**src/bdbq_pkg.sv**
```systemverilog
// bdbq_pkg: opcodes, direction steps, field widths and defaults for the
// blocked-direction box query block. No dependencies.
`default_nettype none

package bdbq_pkg;

    localparam int MAX_ENTRIES_DEF = 64;
    localparam int COORD_BITS_DEF  = 16;
    localparam int DIM_BITS        = 8;
    localparam int MASK_BITS       = 4;
    localparam int COUNT_OUT_BITS  = 7;
    localparam int NUM_DIRS        = 4;

    localparam logic [1:0] OP_CLEAR  = 2'd0;
    localparam logic [1:0] OP_APPEND = 2'd1;
    localparam logic [1:0] OP_QUERY  = 2'd2;

    // 0 up, 1 right, 2 down, 3 left
    localparam logic signed [1:0] STEP_DX [NUM_DIRS] = '{2'sd0, 2'sd1, 2'sd0, -2'sd1};
    localparam logic signed [1:0] STEP_DY [NUM_DIRS] = '{-2'sd1, 2'sd0, 2'sd1, 2'sd0};

    localparam logic [MASK_BITS-1:0] MASK_ALL_FREE = {MASK_BITS{1'b1}};

    typedef struct packed {
        logic [COUNT_OUT_BITS-1:0] entry_count;
        logic                      table_full;
        logic [MASK_BITS-1:0]      free_mask;
    } result_t;

endpackage

`default_nettype wire

```
**src/bdbq_ram.sv**
```systemverilog
// bdbq_ram: generic single-port-write, single-port-read RAM, registered read.
// No dependencies.
`default_nettype none

module bdbq_ram #(
    parameter int WIDTH  = 48,
    parameter int DEPTH  = 64,
    parameter int ADDR_W = (DEPTH > 1) ? $clog2(DEPTH) : 1
) (
    input  wire logic              clk,
    input  wire logic              wr_en,
    input  wire logic [ADDR_W-1:0] wr_addr,
    input  wire logic [WIDTH-1:0]  wr_data,
    input  wire logic              rd_en,
    input  wire logic [ADDR_W-1:0] rd_addr,
    output logic      [WIDTH-1:0]  rd_data
);

    logic [WIDTH-1:0] mem [DEPTH];
    logic [WIDTH-1:0] rd_data_reg;

    always_ff @(posedge clk)
    begin
        if (wr_en)
        begin
            mem[wr_addr] <= wr_data;
        end
        if (rd_en)
        begin
            rd_data_reg <= mem[rd_addr];
        end
    end

    assign rd_data = rd_data_reg;

endmodule

`default_nettype wire

```
**src/blocked_direction_box_query.sv**
```systemverilog
// blocked_direction_box_query: box table with clear, append and four-way
// blocked-direction query. Depends on bdbq_pkg and bdbq_ram.
//
// channel  dir  tdata (low bit up)                      tuser   tlast
// s_axis   in   item_x, item_y, item_width, item_height  opcode  -
// m_axis   out  free_mask, table_full, entry_count       -       -
//
// Clear, append, unused opcodes and a query of an empty table are answered from the
// idle state; any other query scans the table, one stored box per cycle from the RAM.
// rst_n clears the count and handshake state; the table RAM holds no reset.
// A result held by m_tready low does not stop the next transfer in; a second
// finished result waits in a hold slot, and s_tready drops until it drains.
`default_nettype none

module blocked_direction_box_query
    import bdbq_pkg::*;
#(
    parameter int MAX_ENTRIES = MAX_ENTRIES_DEF,
    parameter int COORD_BITS  = COORD_BITS_DEF
) (
    input  wire logic clk,
    input  wire logic rst_n,
    input  wire logic s_tvalid,
    output logic      s_tready,
    // item_x, item_y, item_width, item_height, zero pad
    input  wire logic [((2*COORD_BITS+2*DIM_BITS+7)/8)*8-1:0] s_tdata,
    // opcode
    input  wire logic [1:0] s_tuser,
    output logic      m_tvalid,
    input  wire logic m_tready,
    // free_mask, table_full, entry_count, zero pad
    output logic [15:0] m_tdata
);

    localparam int ENTRY_W = 2*COORD_BITS + 2*DIM_BITS;
    localparam int ADDR_W  = (MAX_ENTRIES > 1) ? $clog2(MAX_ENTRIES) : 1;
    localparam int CNT_W   = $clog2(MAX_ENTRIES + 1);
    localparam int EW      = COORD_BITS + DIM_BITS + 2;

    localparam logic ST_IDLE = 1'b0;
    localparam logic ST_SCAN = 1'b1;

    localparam logic [CNT_W-1:0]    CNT_MAX = CNT_W'(MAX_ENTRIES);
    localparam logic [CNT_W-1:0]    CNT_ONE = CNT_W'(1);
    localparam logic signed [EW-1:0] E_ONE  = EW'(1);

    logic state_reg, state_next;
    logic [CNT_W-1:0] cnt_reg, cnt_next;
    logic [CNT_W-1:0] idx_reg, idx_next;
    logic chk_valid_reg, chk_valid_next;
    logic chk_last_reg, chk_last_next;
    logic [MASK_BITS-1:0] mask_reg, mask_next;
    logic signed [COORD_BITS-1:0] qx_reg, qx_next, qy_reg, qy_next;
    logic [DIM_BITS-1:0] qw_reg, qw_next, qh_reg, qh_next;
    logic out_valid_reg, out_valid_next, hold_valid_reg, hold_valid_next;
    result_t out_data_reg, out_data_next, hold_data_reg, hold_data_next;

    logic s_fire;
    logic [1:0] op;
    logic signed [COORD_BITS-1:0] in_x, in_y;
    logic [DIM_BITS-1:0] in_w, in_h;

    logic ram_we, ram_re;
    logic [ADDR_W-1:0] ram_waddr, ram_raddr;
    logic [ENTRY_W-1:0] ram_wdata, ram_rdata;

    logic res_valid;
    result_t res_data;
    logic [MASK_BITS-1:0] hit;

    assign op   = s_tuser;
    assign in_x = s_tdata[COORD_BITS-1:0];
    assign in_y = s_tdata[2*COORD_BITS-1:COORD_BITS];
    assign in_w = s_tdata[2*COORD_BITS+DIM_BITS-1:2*COORD_BITS];
    assign in_h = s_tdata[ENTRY_W-1:2*COORD_BITS+DIM_BITS];

    assign s_tready = (state_reg == ST_IDLE) && !hold_valid_reg;
    assign s_fire   = s_tvalid && s_tready;

    // appends and scans never overlap, so the RAM needs no forwarding
    bdbq_ram #(
        .WIDTH (ENTRY_W),
        .DEPTH (MAX_ENTRIES),
        .ADDR_W(ADDR_W)
    ) u_table (
        .clk    (clk),
        .wr_en  (ram_we),
        .wr_addr(ram_waddr),
        .wr_data(ram_wdata),
        .rd_en  (ram_re),
        .rd_addr(ram_raddr),
        .rd_data(ram_rdata)
    );

    // overlap of the shifted query box with the box read back
    always_comb
    begin
        logic signed [COORD_BITS-1:0] bx, by;
        logic [DIM_BITS-1:0] bw, bh;
        logic signed [EW-1:0] b_l, b_r, b_t, b_b, q_l, q_r, q_t, q_b;
        logic signed [EW-1:0] a_l, a_r, a_t, a_b, dx, dy;
        logic skip;
        bx  = ram_rdata[COORD_BITS-1:0];
        by  = ram_rdata[2*COORD_BITS-1:COORD_BITS];
        bw  = ram_rdata[2*COORD_BITS+DIM_BITS-1:2*COORD_BITS];
        bh  = ram_rdata[ENTRY_W-1:2*COORD_BITS+DIM_BITS];
        b_l = EW'(bx);
        b_b = EW'(by);
        b_r = b_l + signed'(EW'(bw)) - E_ONE;
        b_t = b_b - signed'(EW'(bh)) + E_ONE;
        q_l = EW'(qx_reg);
        q_b = EW'(qy_reg);
        q_r = q_l + signed'(EW'(qw_reg)) - E_ONE;
        q_t = q_b - signed'(EW'(qh_reg)) + E_ONE;
        skip = (bx == qx_reg && by == qy_reg) || bw == '0 || bh == '0
               || qw_reg == '0 || qh_reg == '0;
        for (int d = 0; d < NUM_DIRS; d++)
        begin
            dx  = EW'(STEP_DX[d]);
            dy  = EW'(STEP_DY[d]);
            a_l = q_l + dx;
            a_r = q_r + dx;
            a_t = q_t + dy;
            a_b = q_b + dy;
            hit[d] = !skip && !(a_r < b_l || b_r < a_l || a_b < b_t || b_b < a_t);
        end
    end

    always_comb
    begin
        state_next     = state_reg;
        cnt_next       = cnt_reg;
        idx_next       = idx_reg;
        chk_valid_next = 1'b0;
        chk_last_next  = 1'b0;
        mask_next      = mask_reg;
        qx_next        = qx_reg;
        qy_next        = qy_reg;
        qw_next        = qw_reg;
        qh_next        = qh_reg;
        ram_we         = 1'b0;
        ram_waddr      = cnt_reg[ADDR_W-1:0];
        ram_wdata      = {in_h, in_w, in_y, in_x};
        ram_re         = 1'b0;
        ram_raddr      = idx_reg[ADDR_W-1:0];
        res_valid      = 1'b0;
        res_data.free_mask   = MASK_ALL_FREE;
        res_data.table_full  = 1'b0;
        res_data.entry_count = COUNT_OUT_BITS'(cnt_reg);

        case (state_reg)
            ST_IDLE:
            begin
                if (s_fire)
                begin
                    case (op)
                        OP_CLEAR:
                        begin
                            cnt_next  = '0;
                            res_valid = 1'b1;
                            res_data.entry_count = '0;
                        end
                        OP_APPEND:
                        begin
                            res_valid = 1'b1;
                            if (cnt_reg == CNT_MAX)
                            begin
                                res_data.table_full = 1'b1;
                            end
                            else
                            begin
                                ram_we   = 1'b1;
                                cnt_next = CNT_W'(cnt_reg + CNT_ONE);
                                res_data.entry_count = COUNT_OUT_BITS'(cnt_next);
                            end
                        end
                        OP_QUERY:
                        begin
                            if (cnt_reg == '0)
                            begin
                                res_valid = 1'b1;
                            end
                            else
                            begin
                                state_next = ST_SCAN;
                                idx_next   = '0;
                                mask_next  = MASK_ALL_FREE;
                                qx_next    = in_x;
                                qy_next    = in_y;
                                qw_next    = in_w;
                                qh_next    = in_h;
                            end
                        end
                        default:
                        begin
                            res_valid = 1'b1;
                        end
                    endcase
                end
            end
            ST_SCAN:
            begin
                if (idx_reg < cnt_reg)
                begin
                    ram_re         = 1'b1;
                    idx_next       = CNT_W'(idx_reg + CNT_ONE);
                    chk_valid_next = 1'b1;
                    chk_last_next  = (idx_next == cnt_reg);
                end
                if (chk_valid_reg)
                begin
                    mask_next = mask_reg & ~hit;
                    if (chk_last_reg)
                    begin
                        state_next = ST_IDLE;
                        res_valid  = 1'b1;
                        res_data.free_mask = mask_next;
                    end
                end
            end
            default:
            begin
                state_next = ST_IDLE;
            end
        endcase
    end

    // output register plus hold slot
    always_comb
    begin
        out_valid_next  = out_valid_reg;
        out_data_next   = out_data_reg;
        hold_valid_next = hold_valid_reg;
        hold_data_next  = hold_data_reg;
        if (!out_valid_reg || m_tready)
        begin
            if (hold_valid_reg)
            begin
                out_valid_next  = 1'b1;
                out_data_next   = hold_data_reg;
                hold_valid_next = 1'b0;
            end
            else
            begin
                out_valid_next = res_valid;
                out_data_next  = res_data;
            end
        end
        else if (res_valid)
        begin
            hold_valid_next = 1'b1;
            hold_data_next  = res_data;
        end
    end

    always_ff @(posedge clk or negedge rst_n)
    begin
        if (!rst_n)
        begin
            state_reg      <= ST_IDLE;
            cnt_reg        <= '0;
            idx_reg        <= '0;
            chk_valid_reg  <= 1'b0;
            chk_last_reg   <= 1'b0;
            out_valid_reg  <= 1'b0;
            hold_valid_reg <= 1'b0;
        end
        else
        begin
            state_reg      <= state_next;
            cnt_reg        <= cnt_next;
            idx_reg        <= idx_next;
            chk_valid_reg  <= chk_valid_next;
            chk_last_reg   <= chk_last_next;
            out_valid_reg  <= out_valid_next;
            hold_valid_reg <= hold_valid_next;
        end
    end

    always_ff @(posedge clk)
    begin
        mask_reg      <= mask_next;
        qx_reg        <= qx_next;
        qy_reg        <= qy_next;
        qw_reg        <= qw_next;
        qh_reg        <= qh_next;
        out_data_reg  <= out_data_next;
        hold_data_reg <= hold_data_next;
    end

    assign m_tvalid = out_valid_reg;
    assign m_tdata  = {4'b0000, out_data_reg.entry_count, out_data_reg.table_full,
                       out_data_reg.free_mask};

    a_count_bound: assert property (@(posedge clk) disable iff (!rst_n)
        cnt_reg <= CNT_MAX)
        else $error("box count above table depth");

    a_check_in_scan: assert property (@(posedge clk) disable iff (!rst_n)
        chk_valid_reg |-> state_reg == ST_SCAN)
        else $error("table read back outside a scan");

    a_hold_behind_out: assert property (@(posedge clk) disable iff (!rst_n)
        hold_valid_reg |-> out_valid_reg)
        else $error("hold slot filled with output register empty");

    a_clear_empties: assert property (@(posedge clk) disable iff (!rst_n)
        s_fire && op == OP_CLEAR |=> cnt_reg == '0)
        else $error("clear did not empty the table");

endmodule

`default_nettype wire

```
**config.mk**
```make
export PLATFORM = sky130hd
export DESIGN_NAME = blocked_direction_box_query
export DESIGN_NICKNAME = d
export VERILOG_FILES = /design/src/bdbq_pkg.sv /design/src/bdbq_ram.sv /design/src/blocked_direction_box_query.sv
export SDC_FILE = /design/constraint.sdc
export NUM_CORES = 2
export LEC_CHECK = 0
export BUFFER_PORTS_ARGS = -buffer_cell sky130_fd_sc_hd__buf_2
export CAP_MARGIN = 25
export CORE_ASPECT_RATIO = 1.1
export CORE_MARGIN = 2
export CORE_UTILIZATION = 30
export DETAILED_ROUTE_END_ITERATION = 8
export HOLD_SLACK_MARGIN = 0.06
export PLACE_DENSITY = 0.44
export SLEW_MARGIN = 10
export SYNTH_ARGS = -nofsm -noshare
export SYNTH_HDL_FRONTEND = slang
export SYNTH_SLANG_ARGS = --single-unit
```
**constraint.sdc**
```tcl
create_clock -name clk -period 5.7 [get_ports clk]
set_clock_uncertainty 0.2 [all_clocks]
set_input_delay 1.14 -clock clk [delete_from_list [all_inputs] [get_ports clk]]
set_output_delay 1.14 -clock clk [all_outputs]
set_load 0.005 [all_outputs]
```
==> run_results.csv <==
group,metric,value,unit
layout,seqCellArea,96470,sq um
detailed_routing,wl_met2,214.6,mm
sta,maxSlewViolCount,0,
sta,fin_tns_setup,0,ns
logic_synthesis,synth-xor-area-share,1.377,%
layout,largest_reg_flops,3072,
logic_synthesis,synthCells,6182,
global_route,grt_pass1_wl,581.0,mm
layout,postLayoutCoreUtil,35.15,%
place,preCtsSetupSlack,0.1214,ns
global_route,grt-ovfl-total,0,
layout,drive_gt1_share,29.66,%
layout,nFillCells,40650,
logic_synthesis,yosysUniqueCellTypes,96,
sta,setup_ws,0.2801,ns
logic_synthesis,synth.mux.area_fraction,17.18,%
floorplan,rows,256,
global_route,antenna_found_initial,39,
detailed_routing,routed_wl,424.8,mm
cts,htree_num_levels,5,
layout,finalNonFillerCells,12790,
logic_synthesis,synth-simple-area-share,2.109,%
detailed_routing,drt-initial-drc-count,6488,
logic_synthesis,synthAdderAreaFrac,3.324,%
floorplan,design.die.area,448500,sq um
sta,min_period,5.420,ns
setup_path,startpoint,"qh_reg[1]",
setup_path,arrival,5.91,ns
logic_synthesis,ys.flop_type,"edfxtp_1",
layout,stdcell_area,155200,sq um
sta,whs,0.3187,ns
floorplan,floorplan.initialDensity,30.10,%
setup_path,required,6.19,ns
layout,multi_input_area,35210,sq um
layout,areaGrowthSynthToFinish,16.77,%
setup_path,r2r-start,"qh_reg[1]",
setup_path,start_kind,"flop",
pwr,vdd_drop_max,0.2154,mV
global_route,grt_use_total,18.68,%
sta,finalHoldViolations,0,
detailed_routing,dr.pass1.iters,5,
sta,setup_viol,0,
floorplan,die_height,702.2,um
hold_path,hp-start,"s_tdata[34]",
logic_synthesis,yosysWarnings,0,
setup_path,criticalPathCategory,"flop to flop",
place,place_congestion,0.8081,
run_status,outcome,"completed",
cts,clk_latency,0.97,ns
cts,clock_path_buffers,4,
sta,rsz0062_at_grt,"false",
logic_synthesis,synth-compound-area-share,2.050,%
hold_path,hp-class,"input port to flop",
sta,tightest_slew,1.109,ns
pwr,total_power,48.33,mW
place,port_buffers,67,
global_route,grt_pass1_vias,68560,
detailed_routing,vias,66360,
layout,nets,7094,
pwr,powerDensity,311.4,nW/um^2
logic_synthesis,synth_top_family_by_area,"multiplexers",
detailed_routing,drc,0,
logic_synthesis,synthArstFlopShare,0.5910,%
cts,clockRootBuffer,"clkbuf_16",
place,dp_cells,12130,
cts,cts_tree,"done",
logic_synthesis,synth-edff-count,3196,
cts,clock-sinks,3215,
layout,layout_common_cells,"edfxtp_1, mux4_2, clkbuf_16, ha_1, buf_4",
logic_synthesis,ys_seq_elements,3215,
setup_path,critPathMaxFanout,5,
layout,final_common_cell,"edfxtp_1",
sta,fmax,184.5,MHz
detailed_routing,met3_length,19.86,mm
setup_path,end_kind,"flop",
global_route,grt_max_degree,66,
place,dpl.hpwl,249.2,mm
pwr,p_leak,50.59,nW
detailed_routing,wl_per_cell,33.21,um
floorplan,die_w,638.7,um
logic_synthesis,syn-cell-area,132900,sq um
place,placed_cell_area,144000,sq um
cts,clkTransAtPathRegs,0.06,ns
cts,numCtsBuffers,344,
flow_run,max_cap_violations,0,
floorplan,ios,72,
detailed_routing,wl_met1,178.3,mm
detailed_routing,top_layer_used,"met5",
detailed_routing,via_per_inst,5.189,
logic_synthesis,avgSynthCellArea,21.51,sq um
logic_synthesis,ys_seq_area_share,72.54,%
sta,max_slew_margin,25.86,%
detailed_routing,postRouteAntennaNets,0,
floorplan,core,441700,sq um
sta,period_share,95.09,%
[worst paths after layout]
kind,endpoint,slack (ns),depth (start not counted)
setup / recovery,m_tdata[3],0.28,20
hold / removal,qw_reg[2],0.32,1
setup reg to reg,m_tdata[3],0.28,20
hold reg to reg,m_tdata[4],0.34,1
max in group asynchronous,idx_reg[0],4.35,2
min in group asynchronous,m_tvalid,0.51,2
[worst max-delay path, cell delays in order, from the launching register on]
cell       delay (ns)
edfxtp_1         0.39
ha_1             0.29
inv_1            0.04
ha_1             0.21
fa_1             0.50
a211oi_4         0.34
o21ai_2          0.15
a2111oi_4        0.35
o31ai_2          0.12
a2111oi_4        0.38
or3_4            0.18
buf_4            0.13
nand2_4          0.07
ha_1             0.31
nand4_1          0.12
nor4_1           0.29
a21oi_1          0.12
a221o_1          0.41
o41ai_2          0.32
buf_4            0.16
a31oi_1          0.08
[final cells by class]
| type | count | area share (%) |
|---|---|---|
| sequential | 3215 | 62.14 |
| multi-input combinational | 2508 | 22.68 |
| clock buffer | 407 | 5.780 |
| tap | 5805 | 4.679 |
| timing repair buffer | 421 | 2.982 |
| clock inverter | 207 | 1.208 |
| inverter | 200 | 0.4868 |
| antenna | 26 | 0.04191 |
[kinds of logic (layout without fill, tap and decap cells)]
family / Yosys count / in the layout
AO/OA/AOI/OAI: 383 / 383
multiplexers: 1030 / 1030
buffers and inverters: 463 / 1235
XOR/XNOR: 203 / 204
other: 1 / 30
adder cells (fa/ha/maj): 351 / 351
flip-flops: 3215 / 3215
AND/OR/NAND/NOR: 536 / 536
[power by group]
group | switching, mW | internal [mW] | total [mW] | leakage (nW)
logic | 0.392 | 0.0544 | 0.447 | 16.4
clock network | 9.57 | 12.3 | 21.9 | 5.30
registers | 0.0000000000000000614 | 26.0 | 26.0 | 28.9
[Yosys cell counts (5+ instances only)]
cell	count	share of area [%]
edfxtp_1	3196	72
mux4_2	1000	17
ha_1	346	3.3
inv_1	197	0.56
xnor2_1	159	1.0
clkbuf_1	151	0.43
nor2_1	146	0.41
nand2_1	94	0.27
buf_2	93	0.35
a21oi_1	73	0.27
o21ai_0	66	0.25
nand3_1	64	0.24
a21o_1	56	0.32
nand4_1	46	0.22
xor2_1	37	0.24
nor3_1	28	0.11
nand2b_1	24	0.11
nor4_1	24	0.11
and3_1	22	0.10
o211ai_1	21	0.12
o21a_1	21	0.12
a31oi_1	19	0.089
dfrtp_1	19	0.36
a211oi_1	17	0.096
nor2b_1	17	0.080
mux2_2	16	0.14
mux2i_1	14	0.11
o31ai_1	14	0.079
buf_1	13	0.037
or3_1	12	0.056
and2_1	11	0.052
a2111oi_0	9	0.059
a221oi_1	7	0.046
o21bai_1	7	0.040
buf_4	6	0.034
o2111ai_1	6	0.040
o21ai_1	6	0.023
or2_2	6	0.028
and4_1	5	0.033
nor4_2	5	0.047
o21ai_2	5	0.033
[layer usage]
layer | vias to the layer above | GRT usage [%]
met5 | - | 0
met4 | 10 | 4.950
met3 | 506 | 2.129
met2 | 1964 | 32.42
met1 | 36790 | 24.84
li1 | 27090 | -
[timing repair]
action	CTS	global route
buffers inserted	0	4
hold buffers	1	0
endpoints found under the setup margin	0	11
endpoints found under the hold margin	19	0
gates resized for setup	0	18
No activity file was read; power rests on OpenSTA's default activity.
